**src/rtl/ifb_pkg.sv**
```systemverilog
// ----------------------------------------------------------------------------
// Inactive Fock builder package
// Sizes, codes and shared types of the inactive Fock builder.
// ----------------------------------------------------------------------------
package ifb_pkg;

  localparam int unsigned MAX_ORBITALS = 16;
  localparam int unsigned IDX_W        = $clog2(MAX_ORBITALS);
  localparam int unsigned CNT_W        = $clog2(MAX_ORBITALS + 1);
  localparam int unsigned IN_IDX_W     = 4;
  localparam int unsigned CFG_W        = 5;
  localparam int unsigned CFG_IDX_W    = 1;
  localparam int unsigned CMP_W        = CNT_W + CFG_W;
  localparam int unsigned VAL_W        = 64;
  localparam int unsigned ACC_W        = VAL_W + 12;
  localparam int unsigned ONE_DEPTH    = MAX_ORBITALS ** 2;
  localparam int unsigned TWO_DEPTH    = MAX_ORBITALS ** 4;
  localparam int unsigned ONE_AW       = 2 * IDX_W;
  localparam int unsigned TWO_AW       = 4 * IDX_W;

  localparam logic [CFG_W-1:0] NUM_ORBITALS_RST = CFG_W'(16);
  localparam logic [CFG_W-1:0] NUM_INACTIVE_RST = CFG_W'(0);

  localparam logic [VAL_W-1:0] VAL_MAX = {1'b0, {(VAL_W-1){1'b1}}};
  localparam logic [VAL_W-1:0] VAL_MIN = {1'b1, {(VAL_W-1){1'b0}}};

  typedef enum logic [1:0] {
    KIND_WR_ONE = 2'd0,
    KIND_WR_TWO = 2'd1,
    KIND_FOCK   = 2'd2,
    KIND_ENERGY = 2'd3
  } kind_e;

  typedef enum logic [1:0] {
    ST_OK    = 2'd0,
    ST_SAT   = 2'd1,
    ST_RANGE = 2'd2
  } status_e;

  typedef enum logic [CFG_IDX_W-1:0] {
    CFG_NUM_ORBITALS = 1'b0,
    CFG_NUM_INACTIVE = 1'b1
  } cfg_reg_e;

  typedef enum logic [1:0] {
    S_IDLE,
    S_RUN,
    S_WAIT,
    S_DONE
  } seq_state_e;

  typedef enum logic [1:0] {
    PH_ONE,
    PH_COUL,
    PH_EXCH
  } phase_e;

  typedef enum logic [1:0] {
    OP_ADD,
    OP_ADD2,
    OP_SUB
  } acc_op_e;

  typedef struct packed {
    logic              we;
    logic [ONE_AW-1:0] waddr;
    logic [ONE_AW-1:0] raddr;
  } one_req_t;

  typedef struct packed {
    logic              we;
    logic [TWO_AW-1:0] waddr;
    logic [TWO_AW-1:0] raddr;
  } two_req_t;

  typedef struct packed {
    logic    clear;
    logic    valid;
    logic    src_two;
    acc_op_e op;
  } acc_ctrl_t;

  typedef struct packed {
    logic load;
    logic range;
  } done_t;

endpackage

```
**src/rtl/ifb_seq.sv**
```systemverilog
// ----------------------------------------------------------------------------
// Inactive Fock builder sequencer
// Accepts commands, steers store writes and walks the reads of each query.
// ----------------------------------------------------------------------------
module ifb_seq (
  input  logic                            clk_i,
  input  logic                            rst_ni,
  input  logic                            in_valid_i,
  input  ifb_pkg::kind_e                  kind_i,
  input  logic [ifb_pkg::IN_IDX_W-1:0]    idx_p_i,
  input  logic [ifb_pkg::IN_IDX_W-1:0]    idx_q_i,
  input  logic [ifb_pkg::IN_IDX_W-1:0]    idx_r_i,
  input  logic [ifb_pkg::IN_IDX_W-1:0]    idx_s_i,
  input  logic [ifb_pkg::CNT_W-1:0]       n_eff_i,
  input  logic [ifb_pkg::CNT_W-1:0]       ni_eff_i,
  input  logic                            out_free_i,
  output logic                            in_ready_o,
  output ifb_pkg::one_req_t               one_req_o,
  output ifb_pkg::two_req_t               two_req_o,
  output ifb_pkg::acc_ctrl_t              acc_ctrl_o,
  output ifb_pkg::done_t                  done_o
);

  localparam int unsigned IW = ifb_pkg::IDX_W;
  localparam int unsigned CW = ifb_pkg::CMP_W;

  ifb_pkg::seq_state_e state_q, state_d;
  ifb_pkg::phase_e     phase_q, phase_d;
  logic                energy_q, energy_d;
  logic                range_q, range_d;
  logic [IW-1:0]       pp_q, pp_d;
  logic [IW-1:0]       qq_q, qq_d;
  logic [IW-1:0]       i_q, i_d;
  logic                rd_valid_q;
  logic                rd_two_q;
  ifb_pkg::acc_op_e    rd_op_q;

  logic                accept;
  logic                is_query;
  logic                range_hit;
  logic                ni_zero;
  logic                last_i;
  logic                last_j;
  logic                run_end;
  logic                p_ok, q_ok, r_ok, s_ok;
  logic                issue_valid;
  logic                issue_two;
  ifb_pkg::acc_op_e    issue_op;

  assign accept    = in_valid_i && in_ready_o;
  assign is_query  = (kind_i == ifb_pkg::KIND_FOCK) || (kind_i == ifb_pkg::KIND_ENERGY);
  assign range_hit = (CW'(idx_p_i) >= CW'(n_eff_i)) || (CW'(idx_q_i) >= CW'(n_eff_i));
  assign ni_zero   = (ni_eff_i == '0);
  assign last_i    = (CW'(i_q) + CW'(1)) == CW'(ni_eff_i);
  assign last_j    = (CW'(pp_q) + CW'(1)) == CW'(ni_eff_i);
  assign p_ok      = CW'(idx_p_i) < CW'(ifb_pkg::MAX_ORBITALS);
  assign q_ok      = CW'(idx_q_i) < CW'(ifb_pkg::MAX_ORBITALS);
  assign r_ok      = CW'(idx_r_i) < CW'(ifb_pkg::MAX_ORBITALS);
  assign s_ok      = CW'(idx_s_i) < CW'(ifb_pkg::MAX_ORBITALS);

  always_comb begin
    run_end = 1'b0;
    if (state_q == ifb_pkg::S_RUN) begin
      if (phase_q == ifb_pkg::PH_ONE) begin
        run_end = ni_zero;
      end else if (phase_q == ifb_pkg::PH_EXCH) begin
        run_end = last_i && (!energy_q || last_j);
      end
    end
  end

  // Next state.
  always_comb begin
    state_d = state_q;
    unique case (state_q)
      ifb_pkg::S_IDLE: begin
        if (accept && (kind_i == ifb_pkg::KIND_FOCK)) begin
          state_d = range_hit ? ifb_pkg::S_DONE : ifb_pkg::S_RUN;
        end else if (accept && (kind_i == ifb_pkg::KIND_ENERGY)) begin
          state_d = ni_zero ? ifb_pkg::S_DONE : ifb_pkg::S_RUN;
        end
      end
      ifb_pkg::S_RUN: begin
        if (run_end) begin
          state_d = ifb_pkg::S_WAIT;
        end
      end
      ifb_pkg::S_WAIT: begin
        state_d = ifb_pkg::S_DONE;
      end
      ifb_pkg::S_DONE: begin
        if (out_free_i) begin
          state_d = ifb_pkg::S_IDLE;
        end
      end
    endcase
  end

  // Outputs.
  always_comb begin
    in_ready_o      = 1'b0;
    done_o          = '0;
    issue_valid     = 1'b0;
    issue_two       = 1'b0;
    issue_op        = ifb_pkg::OP_ADD;
    one_req_o.we    = 1'b0;
    one_req_o.waddr = {IW'(idx_q_i), IW'(idx_p_i)};
    one_req_o.raddr = {qq_q, pp_q};
    two_req_o.we    = 1'b0;
    two_req_o.waddr = {IW'(idx_s_i), IW'(idx_r_i), IW'(idx_q_i), IW'(idx_p_i)};
    two_req_o.raddr = {i_q, i_q, qq_q, pp_q};
    unique case (state_q)
      ifb_pkg::S_IDLE: begin
        in_ready_o   = 1'b1;
        one_req_o.we = in_valid_i && (kind_i == ifb_pkg::KIND_WR_ONE) && p_ok && q_ok;
        two_req_o.we = in_valid_i && (kind_i == ifb_pkg::KIND_WR_TWO)
                       && p_ok && q_ok && r_ok && s_ok;
      end
      ifb_pkg::S_RUN: begin
        issue_valid = 1'b1;
        case (phase_q)
          ifb_pkg::PH_ONE: begin
            issue_op = energy_q ? ifb_pkg::OP_ADD2 : ifb_pkg::OP_ADD;
          end
          ifb_pkg::PH_COUL: begin
            issue_two = 1'b1;
            issue_op  = ifb_pkg::OP_ADD2;
          end
          ifb_pkg::PH_EXCH: begin
            issue_two       = 1'b1;
            issue_op        = ifb_pkg::OP_SUB;
            two_req_o.raddr = {qq_q, i_q, i_q, pp_q};
          end
          default: begin
            issue_valid = 1'b0;
          end
        endcase
      end
      ifb_pkg::S_WAIT: begin
      end
      ifb_pkg::S_DONE: begin
        done_o.load  = out_free_i;
        done_o.range = range_q;
      end
    endcase
  end

  // Walk counters.
  always_comb begin
    phase_d  = phase_q;
    energy_d = energy_q;
    range_d  = range_q;
    pp_d     = pp_q;
    qq_d     = qq_q;
    i_d      = i_q;
    if (state_q == ifb_pkg::S_IDLE) begin
      if (accept && is_query) begin
        phase_d  = ifb_pkg::PH_ONE;
        i_d      = '0;
        energy_d = (kind_i == ifb_pkg::KIND_ENERGY);
        range_d  = (kind_i == ifb_pkg::KIND_FOCK) && range_hit;
        if (kind_i == ifb_pkg::KIND_ENERGY) begin
          pp_d = '0;
          qq_d = '0;
        end else begin
          pp_d = IW'(idx_p_i);
          qq_d = IW'(idx_q_i);
        end
      end
    end else if (state_q == ifb_pkg::S_RUN) begin
      case (phase_q)
        ifb_pkg::PH_ONE: begin
          phase_d = ifb_pkg::PH_COUL;
          i_d     = '0;
        end
        ifb_pkg::PH_COUL: begin
          phase_d = ifb_pkg::PH_EXCH;
        end
        ifb_pkg::PH_EXCH: begin
          if (!last_i) begin
            i_d     = i_q + IW'(1);
            phase_d = ifb_pkg::PH_COUL;
          end else if (energy_q && !last_j) begin
            pp_d    = pp_q + IW'(1);
            qq_d    = qq_q + IW'(1);
            phase_d = ifb_pkg::PH_ONE;
          end
        end
        default: begin
          phase_d = ifb_pkg::PH_ONE;
        end
      endcase
    end
  end

  always_ff @(posedge clk_i or negedge rst_ni) begin
    if (!rst_ni) begin
      state_q    <= ifb_pkg::S_IDLE;
      phase_q    <= ifb_pkg::PH_ONE;
      energy_q   <= 1'b0;
      range_q    <= 1'b0;
      rd_valid_q <= 1'b0;
    end else begin
      state_q    <= state_d;
      phase_q    <= phase_d;
      energy_q   <= energy_d;
      range_q    <= range_d;
      rd_valid_q <= issue_valid;
    end
  end

  always_ff @(posedge clk_i) begin
    pp_q     <= pp_d;
    qq_q     <= qq_d;
    i_q      <= i_d;
    rd_two_q <= issue_two;
    rd_op_q  <= issue_op;
  end

  assign acc_ctrl_o.clear   = accept && is_query;
  assign acc_ctrl_o.valid   = rd_valid_q;
  assign acc_ctrl_o.src_two = rd_two_q;
  assign acc_ctrl_o.op      = rd_op_q;

endmodule

```
**config.mk**
```make
export PLATFORM = sky130hd
export DESIGN_NAME = ifb_seq
export DESIGN_NICKNAME = d
export VERILOG_FILES = /design/src/rtl/ifb_pkg.sv /design/src/rtl/ifb_seq.sv
export SDC_FILE = /design/constraint.sdc
export NUM_CORES = 1
export LEC_CHECK = 0
export BUFFER_PORTS_ARGS = -buffer_cell sky130_fd_sc_hd__buf_4
export CAP_MARGIN = 15
export CORE_MARGIN = 2
export CORE_UTILIZATION = 28
export CTS_BUF_LIST = sky130_fd_sc_hd__clkbuf_4 sky130_fd_sc_hd__clkbuf_8
export CTS_CLUSTER_DIAMETER = 40
export DETAILED_ROUTE_END_ITERATION = 6
export GPL_ROUTABILITY_DRIVEN = 0
export PLACE_DENSITY_LB_ADDON = 0.2
export SYNTH_ARGS = -nofsm -noshare
export SYNTH_HDL_FRONTEND = slang
export SYNTH_SLANG_ARGS = --single-unit
```
**constraint.sdc**
```tcl
create_clock -name clk_i -period 2.8 [get_ports clk_i]
set_input_delay 0.56 -clock clk_i [delete_from_list [all_inputs] [get_ports clk_i]]
set_output_delay 0.56 -clock clk_i [all_outputs]
set_load 0.02 [all_outputs]
```
==> run summary, run 1 <==
Status: finished clean
Final ANT Viol Nets: 0
Setup crit end kind: flop
Synth top cells by count: 30 x buf_4, 20 x ha_1, 18 x o21ai_0
Share of cells above drive strength 1: 36.1%
Syn nets: 258
Final worst slack: 0.209 ns
FMAX: 0.386 GHz
Total GRT Usage: 12.6%
Synth Instances: 206
Crit start category: flop
GR Util met3: 1.81%
Synth Flop Type: edfxtp_1
Number of synthesized flops with an enable pin: 12
Overall power: 1.88 mW
Std-Cell Rows: 30
R2r setup slk: 0.21 ns
Tcrit/Tclk final: 92.5%
Post-CTS setup buffers: 0
Ys async rst share: 31.8%
Fillers: 714
GR Util met1: 17.1%
Die area: 0.00749 mm^2
Clock root buffer: clkbuf_8
TritonCTS clock tree: done
Ports: 90
Unrepaired setup endpoints after global routing: no
GRT overflow: 0
CTS Buffer Depth: 2
Final setup vio count: 0
Yosys top cell by area: edfxtp_1
CP max stage cell: edfxtp_1
Critical path data arrival time: 2.75 ns
Worst-path fanout max: 5
Clk sink count: 22
Top cells by area, synth: edfxtp_1 19%, ha_1 13%, buf_4 12%
Grt met2 use: 20.5%
Post-synthesis register bit count: 22
WL final: 4450 um
DR DRC count: 0
Clk slew on worst S/H paths: 0.08 ns
Netlist cell types: 39
Kind of critical path: reg -> reg
Crit-path cells: ha_1, xor3_1, a2111oi_4, and3_1, nand4b_1, a221o_1, mux2_4
Post-Syn Area per Cell: 9.26 um^2
Synth warn: 0
Placement Setup Slack: 0.230 ns
Req. time, crit path: 2.95 ns
Initial antenna violation count: 0
Die Height: 86.5 um
Syn-to-layout area delta: 25.6%
Chip Width: 86.5 um
Clock skew: 0.00458 ns
DP HPWL: 3670 um
Num CTS Buffers: 3
First-pass GRT wire length: 7350 um
Worst-margin pin slew: 0.486 ns
Register area share after synthesis: 31.2%
Crit path largest cell delay: 0.45 ns
Most numerous cell in the Yosys netlist: buf_4
Vias in the first global route: 1531
Max-cap viol count: 0
Core area: 0.00668 mm^2
Layout Nets: 305
Diodes inserted: 0
H-tree depth: 1
Min-delay worst type: in -> async
Starting Density: 28.5%
Static Leakage: 1.13 nW
Area fraction of the dominant cell type after synthesis: 18.9%
Pwr/cell area: 784 mW/mm^2
Post-route setup TNS: 0 ns
GR peak layer: met2
Pin count of the biggest net entering global routing: 19
Cell Area, Synth: 0.00191 mm^2
Port Buffers: 73
Area after DPL: 0.00234 mm^2
Worst skew pair latency: 0.27 ns
Worst rel slew slack: 67.3%
Slew Viols, Final: 0
Drt first pass iters: 4
Final min period: 2.59 ns
Final hold violations: 0
Vias: 1541
Max IR drop VDD: 0.000229 V
1st-iter DRT viols: 77
WL per Instance: 13.4 um
Fin area: 0.00239 mm^2
DR vias/cell: 4.64
where the power goes:
group          switching, mW  leakage [nW]  internal [mW]
combinational          0.600         0.881          0.501
clock                  0.106        0.0231         0.0981
sequential             0.101         0.223          0.470
total                  0.807          1.13           1.07
registers in the layout, indices dropped and copies added, names as in the netlist:
| signal | flops |
|---|---|
| i_q | 4 |
| qq_q | 4 |
| rd_two_q | 1 |
| rd_op_q | 2 |
| range_q | 1 |
| energy_q | 1 |
| pp_q | 4 |
| state_q | 2 |
| phase_q | 2 |
| rd_valid_q | 1 |
layout by cell type, fill, tap and decap left out, types with 2 or more instances in the layout:
| master | instances |
|---|---|
| buf_4 | 76 |
| ha_1 | 20 |
| o21ai_0 | 18 |
| inv_1 | 17 |
| nand3_1 | 13 |
| nor2_1 | 12 |
| edfxtp_1 | 12 |
| nand2_1 | 10 |
| mux2_2 | 9 |
| xnor2_1 | 8 |
| dfrtp_1 | 7 |
| xor2_1 | 6 |
| and2_1 | 4 |
| a21oi_1 | 4 |
| nor2b_1 | 3 |
| mux2i_1 | 3 |
| clkbuf_8 | 3 |
| dfxtp_1 | 3 |
| nor3_1 | 2 |
| nand2b_1 | 2 |
critical path, delay by kind of cell (launching register included):
family	cells	cell delay (ns)
AOI/OAI and AO/OA	2	0.72
muxes	1	0.30
adders and majority gates	1	0.28
xor gates and xnor gates	1	0.41
and+or+nand+nor	2	0.32
DFF	1	0.45
layout make-up:
class                           count  area, um^2  share of cell area (%)
Tap cell                           80         100                    4.18
Timing Repair Buffer               76         571                    23.8
Inverter                           17        63.8                    2.66
Clock inverter                      1        3.75                   0.157
Clock buffer                        3        41.3                    1.72
Multi-Input combinational cell    133        1020                    42.6
Sequential cell                    22         596                    24.9
logic make-up after synthesis:
logic type | count (synthesis) | share of synthesized area, %
XOR/XNOR | 15 | 7.68
flip-flops | 22 | 31.2
adder cells (fa/ha/maj) | 20 | 13.1
AO/OA/AOI/OAI | 33 | 10.9
multiplexers | 13 | 7.68
buffers and inverters | 51 | 15.9
AND/OR/NAND/NOR | 52 | 13.5
worst paths after layout:
kind | startpoint | endpoint | depth (start not counted)
min | rst_ni | rd_valid_q$_DFF_PN0_ | 1
max | i_q[1]$_SDFFCE_PP0P_ | state_q[1]$_DFFE_PN0P_ | 7
max in group asynchronous | rst_ni | phase_q[1]$_DFFE_PN0P_ | 1
min reg2reg | range_q$_DFFE_PN0P_ | range_q$_DFFE_PN0P_ | 2
max reg2reg | i_q[1]$_SDFFCE_PP0P_ | state_q[1]$_DFFE_PN0P_ | 7
min in group clk_i | range_q$_DFFE_PN0P_ | range_q$_DFFE_PN0P_ | 2
timing repair:
item	CTS	global route
resized for setup	0	1
hold buffers	0	0
setup endpoints to repair	0	1
metrics by stage:
stage / std cells / util, % / hold slack [ns]
after floorplan: 206 / - / 0.264
after global placement: 328 / 35.0 / 0.382
after detailed placement: 328 / 35.0 / 0.383
after CTS: 332 / 35.7 / 0.0928
after global routing: 332 / 35.8 / 0.0863
final: 332 / 35.8 / 0.0946
routing by layer:
metal	up-vias	share of wire, %
met1	702	46
met4	0	1.6
met5	-	0
met3	5	6.2
li1	776	-
met2	58	46
Note: power is estimated with default switching activity, not from simulation.
==> run 2: changes to the inputs <==
--- a/config.mk
+++ b/config.mk
@@ -7,5 +7,4 @@
 export LEC_CHECK = 0
 export BUFFER_PORTS_ARGS = -buffer_cell sky130_fd_sc_hd__buf_4
-export CAP_MARGIN = 15
 export CORE_MARGIN = 2
 export CORE_UTILIZATION = 28
@@ -15,4 +14,5 @@
 export GPL_ROUTABILITY_DRIVEN = 0
 export PLACE_DENSITY_LB_ADDON = 0.2
+export SKIP_LAST_GASP = 1
 export SYNTH_ARGS = -nofsm -noshare
 export SYNTH_HDL_FRONTEND = slang
==> constraint.sdc (replaced) <==
create_clock -name clk_i -period 2.8 [get_ports clk_i]
set_input_delay 0.56 -clock clk_i [delete_from_list [all_inputs] [get_ports clk_i]]
set_output_delay 0.56 -clock clk_i [all_outputs]
set_load 0.05 [all_outputs]
==> run summary, run 2 (synthesis results as in run 1) <==
Status: finished clean (unchanged)
Num CTS Buffers: 3 (unchanged)
Pin count of the biggest net entering global routing: 19 (unchanged)
Min-delay worst type: in -> async (unchanged)
Layout Nets: 305 (unchanged)
GR Util met3: 2.29% (was 1.81%)
Starting Density: 28.5% (unchanged)
CTS Buffer Depth: 2 (unchanged)
FF-to-FF Start: i_q[1]$_SDFFCE_PP0P_ (unchanged)
Std-Cell Rows: 30 (unchanged)
DR DRC count: 0 (unchanged)
1st-iter DRT viols: 51 (was 77)
Diodes inserted: 0 (unchanged)
FMAX: 0.381 GHz (was 0.386 GHz)
WL final: 4470 um (was 4450 um)
Initial antenna violation count: 0 (unchanged)
Static Leakage: 1.14 nW (was 1.13 nW)
First-pass GRT wire length: 7420 um (was 7350 um)
GRT overflow: 0 (unchanged)
R2R cell count: 7 (unchanged)
Worst skew pair latency: 0.27 ns (about the same)
Worst-path fanout max: 5 (unchanged)
Chip Width: 86.5 um (unchanged)
Unrepaired setup endpoints after global routing: no (unchanged)
GR Util met1: 16.0% (was 17.1%)
Max IR drop VDD: 0.000219 V (was 0.000229 V)
Clock root buffer: clkbuf_8 (unchanged)
Syn-to-layout area delta: 26.3% (was 25.6%)
Final min period: 2.63 ns (was 2.59 ns)
H-tree depth: 1 (unchanged)
Ports: 90 (unchanged)
Share of cells above drive strength 1: 37.3% (was 36.1%)
GR peak layer: met2 (unchanged)
Pwr/cell area: 896 mW/mm^2 (was 784 mW/mm^2)
Clock skew: 0.00826 ns (was 0.00458 ns)
Crit start category: flop (unchanged)
Die Height: 86.5 um (unchanged)
Most frequent cells in the layout: 76 x buf_4, 20 x ha_1, 18 x o21ai_0, 17 x inv_1, 13 x nand3_1 (unchanged)
Post-route setup TNS: 0 ns (unchanged)
Post-CTS Hold Buffers: 0 (unchanged)
Die area: 0.00749 mm^2 (unchanged)
Final hold violations: 0 (unchanged)
Tcrit/Tclk final: 93.8% (was 92.5%)
Seq. cell area: 596 um^2 (unchanged)
Vias: 1562 (was 1541)
R2r setup slk: 0.17 ns (was 0.21 ns)
Area of the multi-input gates: 0.00103 mm^2 (was 0.00102 mm^2)
Clk sink count: 22 (unchanged)
Setup crit end kind: flop (unchanged)
Max-cap viol count: 0 (unchanged)
Final ANT Viol Nets: 0 (unchanged)
Regs by FF count: i_q: 4 flops, pp_q: 4 flops, qq_q: 4 flops (unchanged)
Core area: 0.00668 mm^2 (unchanged)
Crit path to: state_q[1]$_DFFE_PN0P_ (unchanged)
DP HPWL: 3710 um (was 3670 um)
Post-CTS Resized: 0 (unchanged)
Kind of critical path: reg -> reg (unchanged)
RR Endpoint: state_q[1]$_DFFE_PN0P_ (unchanged)
Req. time, crit path: 2.95 ns (about the same)
Critical Path Source: i_q[1]$_SDFFCE_PP0P_ (unchanged)
Critical path data arrival time: 2.78 ns (was 2.75 ns)
Final Instance Count excl. Fillers: 332 (unchanged)
Worst-margin pin slew: 0.507 ns (was 0.486 ns)
Clk slew on worst S/H paths: 0.08 ns (about the same)
Placed cells: 328 (unchanged)
Commonest non-fill, non-tap cell in the layout: buf_4 (unchanged)
DR vias/cell: 4.70 (was 4.64)
Slew Viols, Final: 0 (unchanged)
Grt met2 use: 20.8% (was 20.5%)
Worst rel slew slack: 65.9% (was 67.3%)
TritonCTS clock tree: done (unchanged)
Total GRT Usage: 12.4% (was 12.6%)
Post-CTS setup buffers: 0 (unchanged)
Fillers: 703 (was 714)
Port Buffers: 73 (unchanged)
Drt first pass iters: 4 (unchanged)
Final setup vio count: 0 (unchanged)
WL per Instance: 13.5 um (was 13.4 um)
Vias in the first global route: 1578 (was 1531)
-- run 2: cell count changes in the layout (fill, tap and decap cells not counted), sizes merged --
cell / previous run / this run
clkinv: 1 / 0
clkbuf: 3 / 4
-- run 2: worst min path at each step --
stage | to | slack [ns] | cells after the start
after floorplan | energy_q$_DFFE_PN0P_ | 0.26 | 0
after global placement | rd_valid_q$_DFF_PN0_ | 0.38 | 1
after detailed placement | rd_valid_q$_DFF_PN0_ | 0.38 | 1
after CTS | phase_q[1]$_DFFE_PN0P_ | 0.1 | 1
after global routing | rd_valid_q$_DFF_PN0_ | 0.09 | 1
final | rd_valid_q$_DFF_PN0_ | 0.1 | 1
-- run 2: power breakdown --
part	switching (mW)	internal [mW]	leakage, nW
combinational	0.875	0.502	0.890
sequential	0.0952	0.470	0.223
clock	0.104	0.111	0.0262
total	1.07	1.08	1.14
-- run 2: area by class of cell --
type,instances,share of cell area (%)
flip-flops and latches,22,24.7
inverters,17,2.65
clock buffers,4,2.03
repair buffers,76,23.7
multi-input cells,133,42.8
well taps,80,4.16
-- run 2: layer usage --
| layer | routed length (um) | share of wire (%) | vias up |
|---|---|---|---|
| met3 | 316 | 7.1 | 5 |
| met2 | 2090 | 47 | 62 |
| met4 | 62 | 1.4 | 0 |
| li1 | - | - | 777 |
| met5 | 0 | 0 | - |
| met1 | 2000 | 45 | 718 |
-- run 2: stage by stage --
stage / hold WS, ns / power (mW) / area [um^2] / utilization [%] / worst slack [ns]
6_report: 0.0979 / 2.16 / 2410 / 36.0 / 0.174
4_1_cts: 0.0951 / 2.18 / 2410 / 36.0 / 0.161
3_5_place_dp: 0.380 / 1.96 / 2360 / 35.3 / 0.194
3_3_place_gp: 0.382 / 1.95 / 2360 / 35.3 / 0.222
5_1_grt: 0.0905 / 2.32 / 2410 / 36.0 / 0.0241
2_1_floorplan: 0.264 / 1.64 / 1930 / - / 0.000686
-- run 2: worst max-delay path: stages, from the launching register on --
cell and delay [ns]:
edfxtp_1 0.46, ha_1 0.28, xor3_1 0.38, a2111oi_2 0.39, and3_1 0.21, nand4b_1 0.10
a221o_1 0.38, mux2_4 0.30
